<file path="src/bspa_pkg.sv">
// ----------------------------------------------------------------------------
// bspa_pkg: shared types and constants for the bitmap slot pool allocator
// Item layouts, command and status codes, and controller/datapath links.
// ----------------------------------------------------------------------------
package bspa_pkg;

    localparam int unsigned DEF_MAX_SLOTS = 1024;
    localparam int unsigned ADDR_W        = 32;
    localparam int unsigned BYTES_W       = 24;
    localparam int unsigned SZ_W          = 13;
    localparam int unsigned SLOTS_W       = 11;
    localparam int unsigned USED_W        = 23;
    localparam int unsigned NEED_W        = BYTES_W + 1;
    localparam int unsigned CFG_IDX_W     = 2;
    localparam int unsigned SZ_MAX        = 4096;

    typedef enum logic [1:0] {
        CMD_ALLOC = 2'd0,
        CMD_FREE  = 2'd1,
        CMD_OWNS  = 2'd2,
        CMD_CLEAR = 2'd3
    } cmd_t;

    typedef enum logic [2:0] {
        ST_OK       = 3'd0,
        ST_NO_RUN   = 3'd1,
        ST_OUTSIDE  = 3'd2,
        ST_NOT_TAKEN = 3'd3,
        ST_PAST_END = 3'd4
    } status_t;

    typedef enum logic [CFG_IDX_W-1:0] {
        CFG_POOL_BASE  = 2'd0,
        CFG_SLOT_BYTES = 2'd1,
        CFG_SLOTS      = 2'd2
    } cfg_idx_t;

    typedef struct packed {
        logic [1:0]         cmd;
        logic [BYTES_W-1:0] req_len;
        logic [ADDR_W-1:0]  address;
    } in_item_t;

    typedef struct packed {
        logic [2:0]        status;
        logic [ADDR_W-1:0] granted_address;
        logic              owned;
        logic [USED_W-1:0] held_bytes;
    } out_item_t;

    typedef struct packed {
        logic    ld;
        logic    div_go;
        logic    div_sel;     // 1: address offset, 0: byte count
        logic    ptr_zero;
        logic    ptr_base;
        logic    ptr_inc;
        logic    base_start;
        logic    run_clr;
        logic    run_inc;
        logic    mem_rd;
        logic    mem_wr;
        logic    wr_val;
        logic    cnt_clr;
        logic    cnt_add;
        logic    cnt_sub;
        logic    st_ld;
        status_t st_val;
        logic    alloc_ok;
        logic    res_ld;
    } dp_cmd_t;

    typedef struct packed {
        cmd_t cmd;
        logic div_done;
        logic in_pool;
        logic need_zero;
        logic past_end;
        logic map_bit;
        logic ptr_at_cap;
        logic run_hit;
        logic seg_last;
        logic clr_last;
    } dp_stat_t;

endpackage

</file>
<file path="src/bspa_div.sv">
// ----------------------------------------------------------------------------
// bspa_div: restoring divider, one quotient bit per cycle
// Divides a 32-bit value by a slot size; reports quotient and inexact flag.
// ----------------------------------------------------------------------------
module bspa_div (
    input  logic                        clk,
    input  logic                        rst_n,
    input  logic                        go,
    input  logic [bspa_pkg::ADDR_W-1:0] dividend,
    input  logic [bspa_pkg::SZ_W-1:0]   divisor,
    output logic                        done,
    output logic [bspa_pkg::ADDR_W-1:0] quot,
    output logic                        inexact
);
    import bspa_pkg::*;

    localparam int unsigned STEP_W = $clog2(ADDR_W + 1);

    logic [SZ_W:0]       rem_reg, rem_next;
    logic [ADDR_W-1:0]   q_reg, q_next;
    logic [SZ_W-1:0]     dvs_reg;
    logic [STEP_W-1:0]   step_reg, step_next;
    logic                run_reg, run_next;
    logic                done_reg, done_next;
    logic [SZ_W:0]       trial;

    always_comb
    begin
        trial     = {rem_reg[SZ_W-1:0], q_reg[ADDR_W-1]};
        rem_next  = rem_reg;
        q_next    = q_reg;
        step_next = step_reg;
        run_next  = run_reg;
        done_next = 1'b0;
        if (go)
        begin
            rem_next  = '0;
            q_next    = dividend;
            step_next = '0;
            run_next  = 1'b1;
        end
        else if (run_reg)
        begin
            if (trial >= {1'b0, dvs_reg})
            begin
                rem_next = trial - {1'b0, dvs_reg};
                q_next   = {q_reg[ADDR_W-2:0], 1'b1};
            end
            else
            begin
                rem_next = trial;
                q_next   = {q_reg[ADDR_W-2:0], 1'b0};
            end
            step_next = step_reg + 1'b1;
            if (step_reg == STEP_W'(ADDR_W - 1))
            begin
                run_next  = 1'b0;
                done_next = 1'b1;
            end
        end
    end

    always_ff @(posedge clk or negedge rst_n)
    begin
        if (!rst_n)
        begin
            run_reg  <= 1'b0;
            done_reg <= 1'b0;
            step_reg <= '0;
        end
        else
        begin
            run_reg  <= run_next;
            done_reg <= done_next;
            step_reg <= step_next;
        end
    end

    always_ff @(posedge clk)
    begin
        rem_reg <= rem_next;
        q_reg   <= q_next;
        if (go)
            dvs_reg <= divisor;
    end

    assign done    = done_reg;
    assign quot    = q_reg;
    assign inexact = (rem_reg != '0);

endmodule

</file>
<file path="src/bspa_dp.sv">
// ----------------------------------------------------------------------------
// bspa_dp: allocator datapath
// Config registers, slot map memory, pointers, counters and result register.
// ----------------------------------------------------------------------------
module bspa_dp #(
    parameter int unsigned MAX_SLOTS = bspa_pkg::DEF_MAX_SLOTS
) (
    input  logic                           clk,
    input  logic                           rst_n,
    input  bspa_pkg::dp_cmd_t              dcmd,
    output bspa_pkg::dp_stat_t             dstat,
    input  bspa_pkg::in_item_t             cmd_item,
    input  logic                           cfg_we,
    input  logic [bspa_pkg::CFG_IDX_W-1:0] cfg_index,
    input  logic [bspa_pkg::ADDR_W-1:0]    cfg_data,
    output bspa_pkg::out_item_t            result
);
    import bspa_pkg::*;

    localparam int unsigned IW = $clog2(MAX_SLOTS);
    localparam int unsigned CW = $clog2(MAX_SLOTS + 1);
    localparam int unsigned PW = CW + SZ_W;
    localparam int unsigned SW = (CW > NEED_W ? CW : NEED_W) + 1;

    logic [ADDR_W-1:0]  base_cfg_reg;
    logic [SZ_W-1:0]    sz_cfg_reg;
    logic [SLOTS_W-1:0] slots_cfg_reg;

    logic [SZ_W-1:0]    sz_eff;
    logic [CW-1:0]      cap_eff;
    logic [ADDR_W:0]    end_reg;

    in_item_t           item_reg;
    logic [NEED_W-1:0]  need_reg;
    logic [CW-1:0]      base_reg;
    logic [CW-1:0]      ptr_reg;
    logic [CW-1:0]      run_reg;
    logic [CW-1:0]      cnt_reg;
    status_t            st_reg;
    logic               ok_reg;
    out_item_t          res_reg;

    logic               map_mem [MAX_SLOTS];
    logic               rd_reg;

    logic               div_sel_reg;
    logic               div_done;
    logic [ADDR_W-1:0]  div_q;
    logic               div_inexact;
    logic [ADDR_W-1:0]  offset;
    logic [ADDR_W-1:0]  div_in;
    logic               in_pool;
    logic [SW-1:0]      seg_end;
    logic [CW-1:0]      start_idx;
    logic [PW-1:0]      used_prod;
    logic [PW-1:0]      grant_prod;

    always_ff @(posedge clk or negedge rst_n)
    begin
        if (!rst_n)
        begin
            base_cfg_reg  <= '0;
            sz_cfg_reg    <= SZ_W'(64);
            slots_cfg_reg <= SLOTS_W'(1024);
        end
        else if (cfg_we)
        begin
            case (cfg_idx_t'(cfg_index))
                CFG_POOL_BASE:  base_cfg_reg  <= cfg_data;
                CFG_SLOT_BYTES: sz_cfg_reg    <= cfg_data[SZ_W-1:0];
                CFG_SLOTS:      slots_cfg_reg <= cfg_data[SLOTS_W-1:0];
                default:        ;
            endcase
        end
    end

    always_comb
    begin
        if (sz_cfg_reg == '0)
            sz_eff = SZ_W'(1);
        else if (sz_cfg_reg > SZ_W'(SZ_MAX))
            sz_eff = SZ_W'(SZ_MAX);
        else
            sz_eff = sz_cfg_reg;
        if (32'(slots_cfg_reg) > 32'(MAX_SLOTS))
            cap_eff = CW'(MAX_SLOTS);
        else
            cap_eff = CW'(slots_cfg_reg);
    end

    always_ff @(posedge clk)
    begin
        end_reg <= {1'b0, base_cfg_reg} + (ADDR_W+1)'(PW'(cap_eff) * PW'(sz_eff));
    end

    assign offset = item_reg.address - base_cfg_reg;
    assign div_in = dcmd.div_sel ? offset : ADDR_W'(item_reg.req_len);
    assign in_pool = ({1'b0, item_reg.address} >= {1'b0, base_cfg_reg})
                  && ({1'b0, item_reg.address} < end_reg);

    bspa_div u_div (
        .clk      (clk),
        .rst_n    (rst_n),
        .go       (dcmd.div_go),
        .dividend (div_in),
        .divisor  (sz_eff),
        .done     (div_done),
        .quot     (div_q),
        .inexact  (div_inexact)
    );

    assign seg_end   = SW'(base_reg) + SW'(need_reg);
    assign start_idx = CW'(SW'(ptr_reg) + SW'(1) - SW'(need_reg));

    always_ff @(posedge clk)
    begin
        if (dcmd.ld)
            item_reg <= cmd_item;
        if (dcmd.div_go)
            div_sel_reg <= dcmd.div_sel;
        if (div_done)
        begin
            if (div_sel_reg)
                base_reg <= div_q[CW-1:0];
            else
                need_reg <= NEED_W'(div_q[BYTES_W-1:0]) + NEED_W'(div_inexact);
        end
        if (dcmd.base_start)
            base_reg <= start_idx;
        if (dcmd.run_clr)
            run_reg <= '0;
        else if (dcmd.run_inc)
            run_reg <= run_reg + 1'b1;
        if (dcmd.ld)
        begin
            st_reg <= ST_OK;
            ok_reg <= 1'b0;
        end
        else
        begin
            if (dcmd.st_ld)
                st_reg <= dcmd.st_val;
            if (dcmd.alloc_ok)
                ok_reg <= 1'b1;
        end
        if (dcmd.res_ld)
        begin
            res_reg.status          <= st_reg;
            res_reg.granted_address <= ok_reg ? base_cfg_reg + ADDR_W'(grant_prod) : '0;
            res_reg.owned           <= in_pool;
            res_reg.held_bytes      <= used_prod[USED_W-1:0];
        end
    end

    assign used_prod  = PW'(cnt_reg) * PW'(sz_eff);
    assign grant_prod = PW'(base_reg) * PW'(sz_eff);

    always_ff @(posedge clk or negedge rst_n)
    begin
        if (!rst_n)
        begin
            ptr_reg <= '0;
            cnt_reg <= '0;
        end
        else
        begin
            if (dcmd.ptr_zero)
                ptr_reg <= '0;
            else if (dcmd.base_start)
                ptr_reg <= start_idx;
            else if (dcmd.ptr_base)
                ptr_reg <= base_reg;
            else if (dcmd.ptr_inc)
                ptr_reg <= ptr_reg + 1'b1;
            if (dcmd.cnt_clr)
                cnt_reg <= '0;
            else if (dcmd.cnt_add)
                cnt_reg <= cnt_reg + CW'(need_reg);
            else if (dcmd.cnt_sub)
                cnt_reg <= cnt_reg - CW'(need_reg);
        end
    end

    always_ff @(posedge clk)
    begin
        if (dcmd.mem_wr)
            map_mem[ptr_reg[IW-1:0]] <= dcmd.wr_val;
        if (dcmd.mem_rd)
            rd_reg <= map_mem[ptr_reg[IW-1:0]];
    end

    always_comb
    begin
        dstat.cmd        = cmd_t'(item_reg.cmd);
        dstat.div_done   = div_done;
        dstat.in_pool    = in_pool;
        dstat.need_zero  = (need_reg == '0);
        dstat.past_end   = (seg_end > SW'(cap_eff));
        dstat.map_bit    = rd_reg;
        dstat.ptr_at_cap = (ptr_reg == cap_eff);
        dstat.run_hit    = (SW'(run_reg) + SW'(1) == SW'(need_reg));
        dstat.seg_last   = (SW'(ptr_reg) + SW'(1) == seg_end);
        dstat.clr_last   = (ptr_reg == CW'(MAX_SLOTS - 1));
    end

    assign result = res_reg;

endmodule

</file>
<file path="src/bspa_ctrl.sv">
// ----------------------------------------------------------------------------
// bspa_ctrl: allocator sequencer
// One-hot state machine driving the datapath through each command.
// ----------------------------------------------------------------------------
module bspa_ctrl (
    input  logic               clk,
    input  logic               rst_n,
    input  logic               start,
    output logic               busy,
    output logic               done,
    output bspa_pkg::dp_cmd_t  dcmd,
    input  bspa_pkg::dp_stat_t dstat
);
    import bspa_pkg::*;

    typedef enum logic [15:0] {
        S_IDLE  = 16'h0001,
        S_PREP  = 16'h0002,
        S_CLR   = 16'h0004,
        S_ADIV  = 16'h0008,
        S_ACHK  = 16'h0010,
        S_ARD   = 16'h0020,
        S_ATST  = 16'h0040,
        S_AWR   = 16'h0080,
        S_FDIV1 = 16'h0100,
        S_FDIV2 = 16'h0200,
        S_FCHK  = 16'h0400,
        S_FRD   = 16'h0800,
        S_FTST  = 16'h1000,
        S_FWR   = 16'h2000,
        S_RES   = 16'h4000,
        S_OUT   = 16'h8000
    } state_t;

    state_t state_reg, state_next;
    logic   clr_item_reg, clr_item_next;

    always_comb
    begin
        state_next    = state_reg;
        clr_item_next = clr_item_reg;
        dcmd          = '0;
        dcmd.st_val   = ST_OK;
        case (state_reg)
            S_IDLE:
            begin
                if (start)
                begin
                    dcmd.ld    = 1'b1;
                    state_next = S_PREP;
                end
            end
            S_PREP:
            begin
                case (dstat.cmd)
                    CMD_ALLOC:
                    begin
                        dcmd.div_go = 1'b1;
                        state_next  = S_ADIV;
                    end
                    CMD_FREE:
                    begin
                        if (!dstat.in_pool)
                        begin
                            dcmd.st_ld  = 1'b1;
                            dcmd.st_val = ST_OUTSIDE;
                            state_next  = S_RES;
                        end
                        else
                        begin
                            dcmd.div_go  = 1'b1;
                            dcmd.div_sel = 1'b1;
                            state_next   = S_FDIV1;
                        end
                    end
                    CMD_CLEAR:
                    begin
                        dcmd.ptr_zero = 1'b1;
                        dcmd.cnt_clr  = 1'b1;
                        clr_item_next = 1'b1;
                        state_next    = S_CLR;
                    end
                    default:
                        state_next = S_RES;
                endcase
            end
            S_CLR:
            begin
                dcmd.mem_wr  = 1'b1;
                dcmd.ptr_inc = 1'b1;
                if (dstat.clr_last)
                begin
                    clr_item_next = 1'b0;
                    state_next    = clr_item_reg ? S_RES : S_IDLE;
                end
            end
            S_ADIV:
            begin
                if (dstat.div_done)
                    state_next = S_ACHK;
            end
            S_ACHK:
            begin
                if (dstat.need_zero)
                begin
                    dcmd.st_ld  = 1'b1;
                    dcmd.st_val = ST_NO_RUN;
                    state_next  = S_RES;
                end
                else
                begin
                    dcmd.ptr_zero = 1'b1;
                    dcmd.run_clr  = 1'b1;
                    state_next    = S_ARD;
                end
            end
            S_ARD:
            begin
                if (dstat.ptr_at_cap)
                begin
                    dcmd.st_ld  = 1'b1;
                    dcmd.st_val = ST_NO_RUN;
                    state_next  = S_RES;
                end
                else
                begin
                    dcmd.mem_rd = 1'b1;
                    state_next  = S_ATST;
                end
            end
            S_ATST:
            begin
                if (dstat.map_bit)
                begin
                    dcmd.run_clr = 1'b1;
                    dcmd.ptr_inc = 1'b1;
                    state_next   = S_ARD;
                end
                else if (dstat.run_hit)
                begin
                    dcmd.base_start = 1'b1;
                    state_next      = S_AWR;
                end
                else
                begin
                    dcmd.run_inc = 1'b1;
                    dcmd.ptr_inc = 1'b1;
                    state_next   = S_ARD;
                end
            end
            S_AWR:
            begin
                dcmd.mem_wr  = 1'b1;
                dcmd.wr_val  = 1'b1;
                dcmd.ptr_inc = 1'b1;
                if (dstat.seg_last)
                begin
                    dcmd.cnt_add  = 1'b1;
                    dcmd.alloc_ok = 1'b1;
                    state_next    = S_RES;
                end
            end
            S_FDIV1:
            begin
                if (dstat.div_done)
                begin
                    dcmd.div_go = 1'b1;
                    state_next  = S_FDIV2;
                end
            end
            S_FDIV2:
            begin
                if (dstat.div_done)
                    state_next = S_FCHK;
            end
            S_FCHK:
            begin
                if (dstat.past_end)
                begin
                    dcmd.st_ld  = 1'b1;
                    dcmd.st_val = ST_PAST_END;
                    state_next  = S_RES;
                end
                else if (dstat.need_zero)
                    state_next = S_RES;
                else
                begin
                    dcmd.ptr_base = 1'b1;
                    state_next    = S_FRD;
                end
            end
            S_FRD:
            begin
                dcmd.mem_rd = 1'b1;
                state_next  = S_FTST;
            end
            S_FTST:
            begin
                if (!dstat.map_bit)
                begin
                    dcmd.st_ld  = 1'b1;
                    dcmd.st_val = ST_NOT_TAKEN;
                    state_next  = S_RES;
                end
                else if (dstat.seg_last)
                begin
                    dcmd.ptr_base = 1'b1;
                    state_next    = S_FWR;
                end
                else
                begin
                    dcmd.ptr_inc = 1'b1;
                    state_next   = S_FRD;
                end
            end
            S_FWR:
            begin
                dcmd.mem_wr  = 1'b1;
                dcmd.ptr_inc = 1'b1;
                if (dstat.seg_last)
                begin
                    dcmd.cnt_sub = 1'b1;
                    state_next   = S_RES;
                end
            end
            S_RES:
            begin
                dcmd.res_ld = 1'b1;
                state_next  = S_OUT;
            end
            S_OUT:
                state_next = S_IDLE;
            default:
                state_next = S_IDLE;
        endcase
    end

    always_ff @(posedge clk or negedge rst_n)
    begin
        if (!rst_n)
        begin
            state_reg    <= S_CLR;
            clr_item_reg <= 1'b0;
        end
        else
        begin
            state_reg    <= state_next;
            clr_item_reg <= clr_item_next;
        end
    end

    assign busy = (state_reg != S_IDLE);
    assign done = (state_reg == S_OUT);

endmodule

</file>
<file path="src/bitmap_slot_pool_allocator.sv">
// ----------------------------------------------------------------------------
// bitmap_slot_pool_allocator: first-fit slot allocator over a bitmap
// Alloc, free, owns and clear commands on a pool of equal-sized slots.
//
//   channel  | handshake          | payload
//   ---------+--------------------+-----------------------------------
//   command  | start / busy       | cmd_item  (cmd, req_len, address)
//   result   | done (1-cycle)     | result    (status, granted_address,
//            |                    |            owned, held_bytes)
//   config   | cfg_we             | cfg_index, cfg_data
//
// One item at a time; busy drops in the cycle after the done cycle. Owns, or
// free outside the pool, goes straight to the result. Alloc divides the
// byte count by the slot size, scans the map, then marks the granted run.
// Free divides the offset, then the byte count, checks each slot of the run
// and clears it. Clear sweeps the whole map. After reset the map is swept
// clear with busy high. done pulses one cycle; the receiver cannot stall it.
// ----------------------------------------------------------------------------
module bitmap_slot_pool_allocator #(
    parameter int unsigned MAX_SLOTS = bspa_pkg::DEF_MAX_SLOTS
) (
    input  logic                           clk,
    input  logic                           rst_n,
    input  logic                           start,
    output logic                           busy,
    input  bspa_pkg::in_item_t             cmd_item,
    output logic                           done,
    output bspa_pkg::out_item_t            result,
    input  logic                           cfg_we,
    input  logic [bspa_pkg::CFG_IDX_W-1:0] cfg_index,
    input  logic [bspa_pkg::ADDR_W-1:0]    cfg_data
);
    import bspa_pkg::*;

    dp_cmd_t  dcmd;
    dp_stat_t dstat;

    bspa_ctrl u_ctrl (
        .clk   (clk),
        .rst_n (rst_n),
        .start (start),
        .busy  (busy),
        .done  (done),
        .dcmd  (dcmd),
        .dstat (dstat)
    );

    bspa_dp #(
        .MAX_SLOTS (MAX_SLOTS)
    ) u_dp (
        .clk       (clk),
        .rst_n     (rst_n),
        .dcmd      (dcmd),
        .dstat     (dstat),
        .cmd_item  (cmd_item),
        .cfg_we    (cfg_we),
        .cfg_index (cfg_index),
        .cfg_data  (cfg_data),
        .result    (result)
    );

endmodule

</file>
<file path="config.mk">
export PLATFORM = sky130hd
export DESIGN_NAME = bitmap_slot_pool_allocator
export DESIGN_NICKNAME = d
export VERILOG_FILES = /design/src/bspa_pkg.sv /design/src/bspa_div.sv /design/src/bspa_dp.sv /design/src/bspa_ctrl.sv /design/src/bitmap_slot_pool_allocator.sv
export SDC_FILE = /design/constraint.sdc
export NUM_CORES = 2
export LEC_CHECK = 0
export BUFFER_PORTS_ARGS = -buffer_cell sky130_fd_sc_hd__buf_4
export CAP_MARGIN = 20
export CORE_MARGIN = 3
export CORE_UTILIZATION = 40
export CTS_BUF_LIST = sky130_fd_sc_hd__clkbuf_4 sky130_fd_sc_hd__clkbuf_8 sky130_fd_sc_hd__clkbuf_16
export DETAILED_ROUTE_END_ITERATION = 8
export PLACE_DENSITY_LB_ADDON = 0.15
export REMOVE_ABC_BUFFERS = 1
export SLEW_MARGIN = 20
export SYNTH_ARGS = -nofsm -noshare
export SYNTH_HDL_FRONTEND = slang
export SYNTH_SLANG_ARGS = --single-unit
</file>
<file path="constraint.sdc">
create_clock -name clk -period 49.5 [get_ports clk]
set_clock_uncertainty 0.05 [all_clocks]
set_input_delay 0 -clock clk [delete_from_list [all_inputs] [get_ports clk]]
set_output_delay 0 -clock clk [all_outputs]
set_load 0.1 [all_outputs]
</file>
==> results.sh <==
export IMPL_cts_setup_buffers=0
export IMPL_worstPathBufferInverterCount=4
export IMPL_grt_antenna_before_repair=2
export IMPL_tritoncts="yes"
export IMPL_coreArea_sq_mm=0.196
export IMPL_postSynth_topFlopCell="sky130_fd_sc_hd__edfxtp_1"
export IMPL_grt_util_all_layers_pct=23.6
export IMPL_floorplan_die_width_um=451
export IMPL_sw_frac_of_total_pct=35.2
export IMPL_synth_ff_latch_count=1389
export IMPL_asyncSetResetFlopFracSynth_pct=7.42
export IMPL_critical_path_arrival_ns=8.07
export IMPL_timing_critical_path_mode_cell="sky130_fd_sc_hd__fa_1"
export IMPL_cts_max_level=4
export IMPL_yosys_warnings=0
export IMPL_buffer_ports_inserted=156
export IMPL_areaGrowthSynthToFinish_pct=14.7
export IMPL_dpl_cell_area_sq_mm=0.0829
export IMPL_synth_avg_cell_area_sq_um=11.8
export IMPL_initial_core_util_pct=40.4
export IMPL_timing_max_transition_violations_final=0
export IMPL_synth_enable_flop_cells=1224
export IMPL_crit_type="reg -> reg"
export IMPL_drtIter0Drc=4653
export IMPL_yosys_top_cells_count="1224 x sky130_fd_sc_hd__edfxtp_1, 1199 x sky130_fd_sc_hd__nor2_1, 619 x sky130_fd_sc_hd__inv_1"
export IMPL_tightestPinTransition_ns=1.18
export IMPL_clkPwrFrac_pct=28.5
export IMPL_crit_path_leading_delay_family="adder cells"
export IMPL_yosysSeqAreaShare_pct=51.2
export IMPL_antenna_violating_nets_post_route=1
export IMPL_clock_tree_buffer_depth=3
export IMPL_finalSetupViolCount=0
export IMPL_worst_hold_slack_across_all_endpoints_ns=0.0607
export IMPL_cellPowerDensity_mw_per_mm2=45.3
export IMPL_critical_path_max_stage_delay_ns=0.71
export IMPL_gp_congestion=0.899
export IMPL_clock_sinks=1389
export IMPL_power_share_sequential_pct=34.5
export IMPL_routed_wirelength_um=241000
export IMPL_worstSetupStartpointType="flip-flop"
export IMPL_fin_ws_ns=41.90
export IMPL_grt_overflow=0
export IMPL_hp_class="in -> reg"
export IMPL_final_period_minus_worst_setup_slack_ns=7.60
export IMPL_sw_pwr_mw=1.45
export IMPL_num_io_pins=157
export IMPL_wl_per_instance_um=24.9
export IMPL_grt_pass1_wl_um=359000
export IMPL_design_power_total_mw=4.12
export IMPL_synth_largest_area_cell="sky130_fd_sc_hd__edfxtp_1"
export IMPL_synth_top_area_share_pct=46.4
export IMPL_final_cells=9687
export IMPL_timing_max_cap_violations=0
export IMPL_yosysMostFrequentCell="sky130_fd_sc_hd__edfxtp_1"
export IMPL_grt_max_degree=279
export IMPL_setup_tns_final_ns=0
export IMPL_number_of_placement_rows=162
export IMPL_unrepaired_setup_endpoints_after_global_routing="no"
export IMPL_post_route_period_util_pct=15.4
export IMPL_fp_dieH_um=451
export IMPL_max_clock_freq_ghz=0.132
export IMPL_clk_pin_slew_worst_paths_ns=0.06
export IMPL_post_route_util_pct=46.4
export IMPL_syn_area_sq_mm=0.0792
export IMPL_ys_types=100
export IMPL_outcome="complete, but fails checks"
export IMPL_maximum_resistive_drop_on_vdd_mv=0.0432
export IMPL_synthTopCellsByArea="sky130_fd_sc_hd__edfxtp_1 46%, sky130_fd_sc_hd__fa_1 8.7%, sky130_fd_sc_hd__mux4_2 7.3%"
export IMPL_floorplan_die_area_sq_mm=0.203
export IMPL_internal_power_mw=2.67
export IMPL_post_route_cell_area_sq_mm=0.0909
export IMPL_leakage_nw=32.7
export IMPL_hpwlAfterDp_um=150000
export IMPL_worst_ep_required_time_ns=49.97
export IMPL_first_global_vias=54430
export IMPL_layout_nets=7686
export IMPL_dp_cells=9138
export IMPL_clkLatencyLatePin_ns=0.83
export IMPL_routed_via_count=53630
export IMPL_post_synth_inst_count=6711
export IMPL_post_route_cells_drive_above_1_share_pct=13.2
export IMPL_clockRootBuffer="sky130_fd_sc_hd__clkbuf_16"
export IMPL_finalHoldViolCount=0
export IMPL_setup_worst_path_end_class="flip-flop"
export IMPL_largest_reg_flops=1024
export IMPL_comb_power_share_pct=37.0
export IMPL_biggest_fanout_along_the_worst_timing_path=27
export IMPL_drt_pass1_iter_count=6
export IMPL_dp_slack_ns=41.84
export IMPL_cts_buffers=158
export IMPL_timing_max_slew_rel_slack_pct=21.1
export IMPL_violations="antenna rules"
export IMPL_crit_slowest_cell="sky130_fd_sc_hd__inv_1"
export IMPL_drc=0
export IMPL_vias_per_cell=5.54
## worst paths after layout
kind / endpoint / startpoint / slack (ns) / cells after the start
hold reg to reg: u_dp.result[57]$_DFFE_PP_ / u_dp.st_reg[1]$_SDFFE_PP0P_ / 0.39 / 0
setup / recovery: u_dp.result[51]$_SDFFCE_PN0P_ / u_dp.sz_cfg_reg[7]$_DFFE_PN0P_ / 41.90 / 25
max in group asynchronous: u_dp.ptr_reg[1]$_DFFE_PN0P_ / rst_n / 48.14 / 4
min in group asynchronous: u_ctrl.state_reg[2]$_DFFE_PN1P_ / rst_n / 0.35 / 3
setup reg to reg: u_dp.result[51]$_SDFFCE_PN0P_ / u_dp.sz_cfg_reg[7]$_DFFE_PN0P_ / 41.90 / 25
hold / removal: u_dp.slots_cfg_reg[9]$_DFFE_PN0P_ / cfg_data[9] / 0.06 / 3
## kinds of logic (layout without fill, tap and decap cells)
kind of cell	after synthesis	count (layout)	synth area share, %
mux	331	331	8.29
simple gates	2320	2320	13.0
compound gates	731	731	6.13
buf+inv	1067	1414	5.19
xor+xnor	213	213	2.43
other cells	0	5	0
fa+ha+maj	660	660	13.7
flops	1389	1389	51.2
## layout make-up
class	count	area [sq um]
Sequential cell	1389	40600
Antenna cell	5	12.5
Clock inverter	84	883
Clock buffer	204	4340
Tap cell	2624	3280
Fill cell	18009	105000
Timing Repair Buffer	505	4590
Multi-Input combinational cell	4255	34800
Inverter	621	2330
## routing by layer
metal	GRT usage, %	share of wire (%)	up-vias
met5	0	0	-
met4	7.54	3.3	0
met3	3.10	5.7	383
met2	40.2	49	1693
met1	31.2	42	27794
li1	-	-	23760
## power by group through the flow
stage	registers [mW]	clock network [mW]	logic, mW
after floorplan	1.49	0	1.18
after global placement	1.45	0	1.50
after detailed placement	1.44	0	1.51
after CTS	1.42	1.20	1.54
after global routing	1.43	1.25	1.70
final	1.42	1.17	1.52
## worst register-to-register path, delay by kind of cell (launching register included)
family          cells  cell delay (ns)
simple gates        5             1.26
compound gates      9             2.08
buf+inv             4             0.88
xor+xnor            1             0.08
flops               1             0.39
fa+ha+maj           6             2.59
## layout by cell type, fill, tap and decap left out, drive strengths merged, types with 17 or more instances in the layout
cell type,Yosys,routed
a221oi,20,20
o211ai,24,24
inv,619,624
nand2b,34,34
ha,314,314
and3,32,32
dfxtp,62,62
fa,346,346
mux4,257,257
clkbuf,362,204
nor3,49,49
or3,23,23
dfrtp,100,100
a21o,55,55
nand4,78,78
a22oi,97,97
nor2,1200,1200
nand2,505,505
a21oi,159,159
clkinv,2,71
xor2,54,54
buf,84,258
a31oi,17,17
dlygate4sd3,0,247
nor3b,19,19
o21bai,21,21
nor2b,51,51
mux2,31,31
edfxtp,1224,1224
o21ai,179,179
a211oi,32,32
xnor2,155,155
a22o,21,21
and2,173,173
nand3,71,71
mux2i,43,43
nor4,30,30
o31ai,19,19
## timing repair
| item | in CTS | in global routing |
|---|---|---|
| resized for setup | 0 | 0 |
| endpoints found under the hold margin | 170 | 0 |
| hold buffers | 248 | 0 |
| endpoints found under the setup margin | 0 | 0 |
Power figures use the tool's default switching activity.
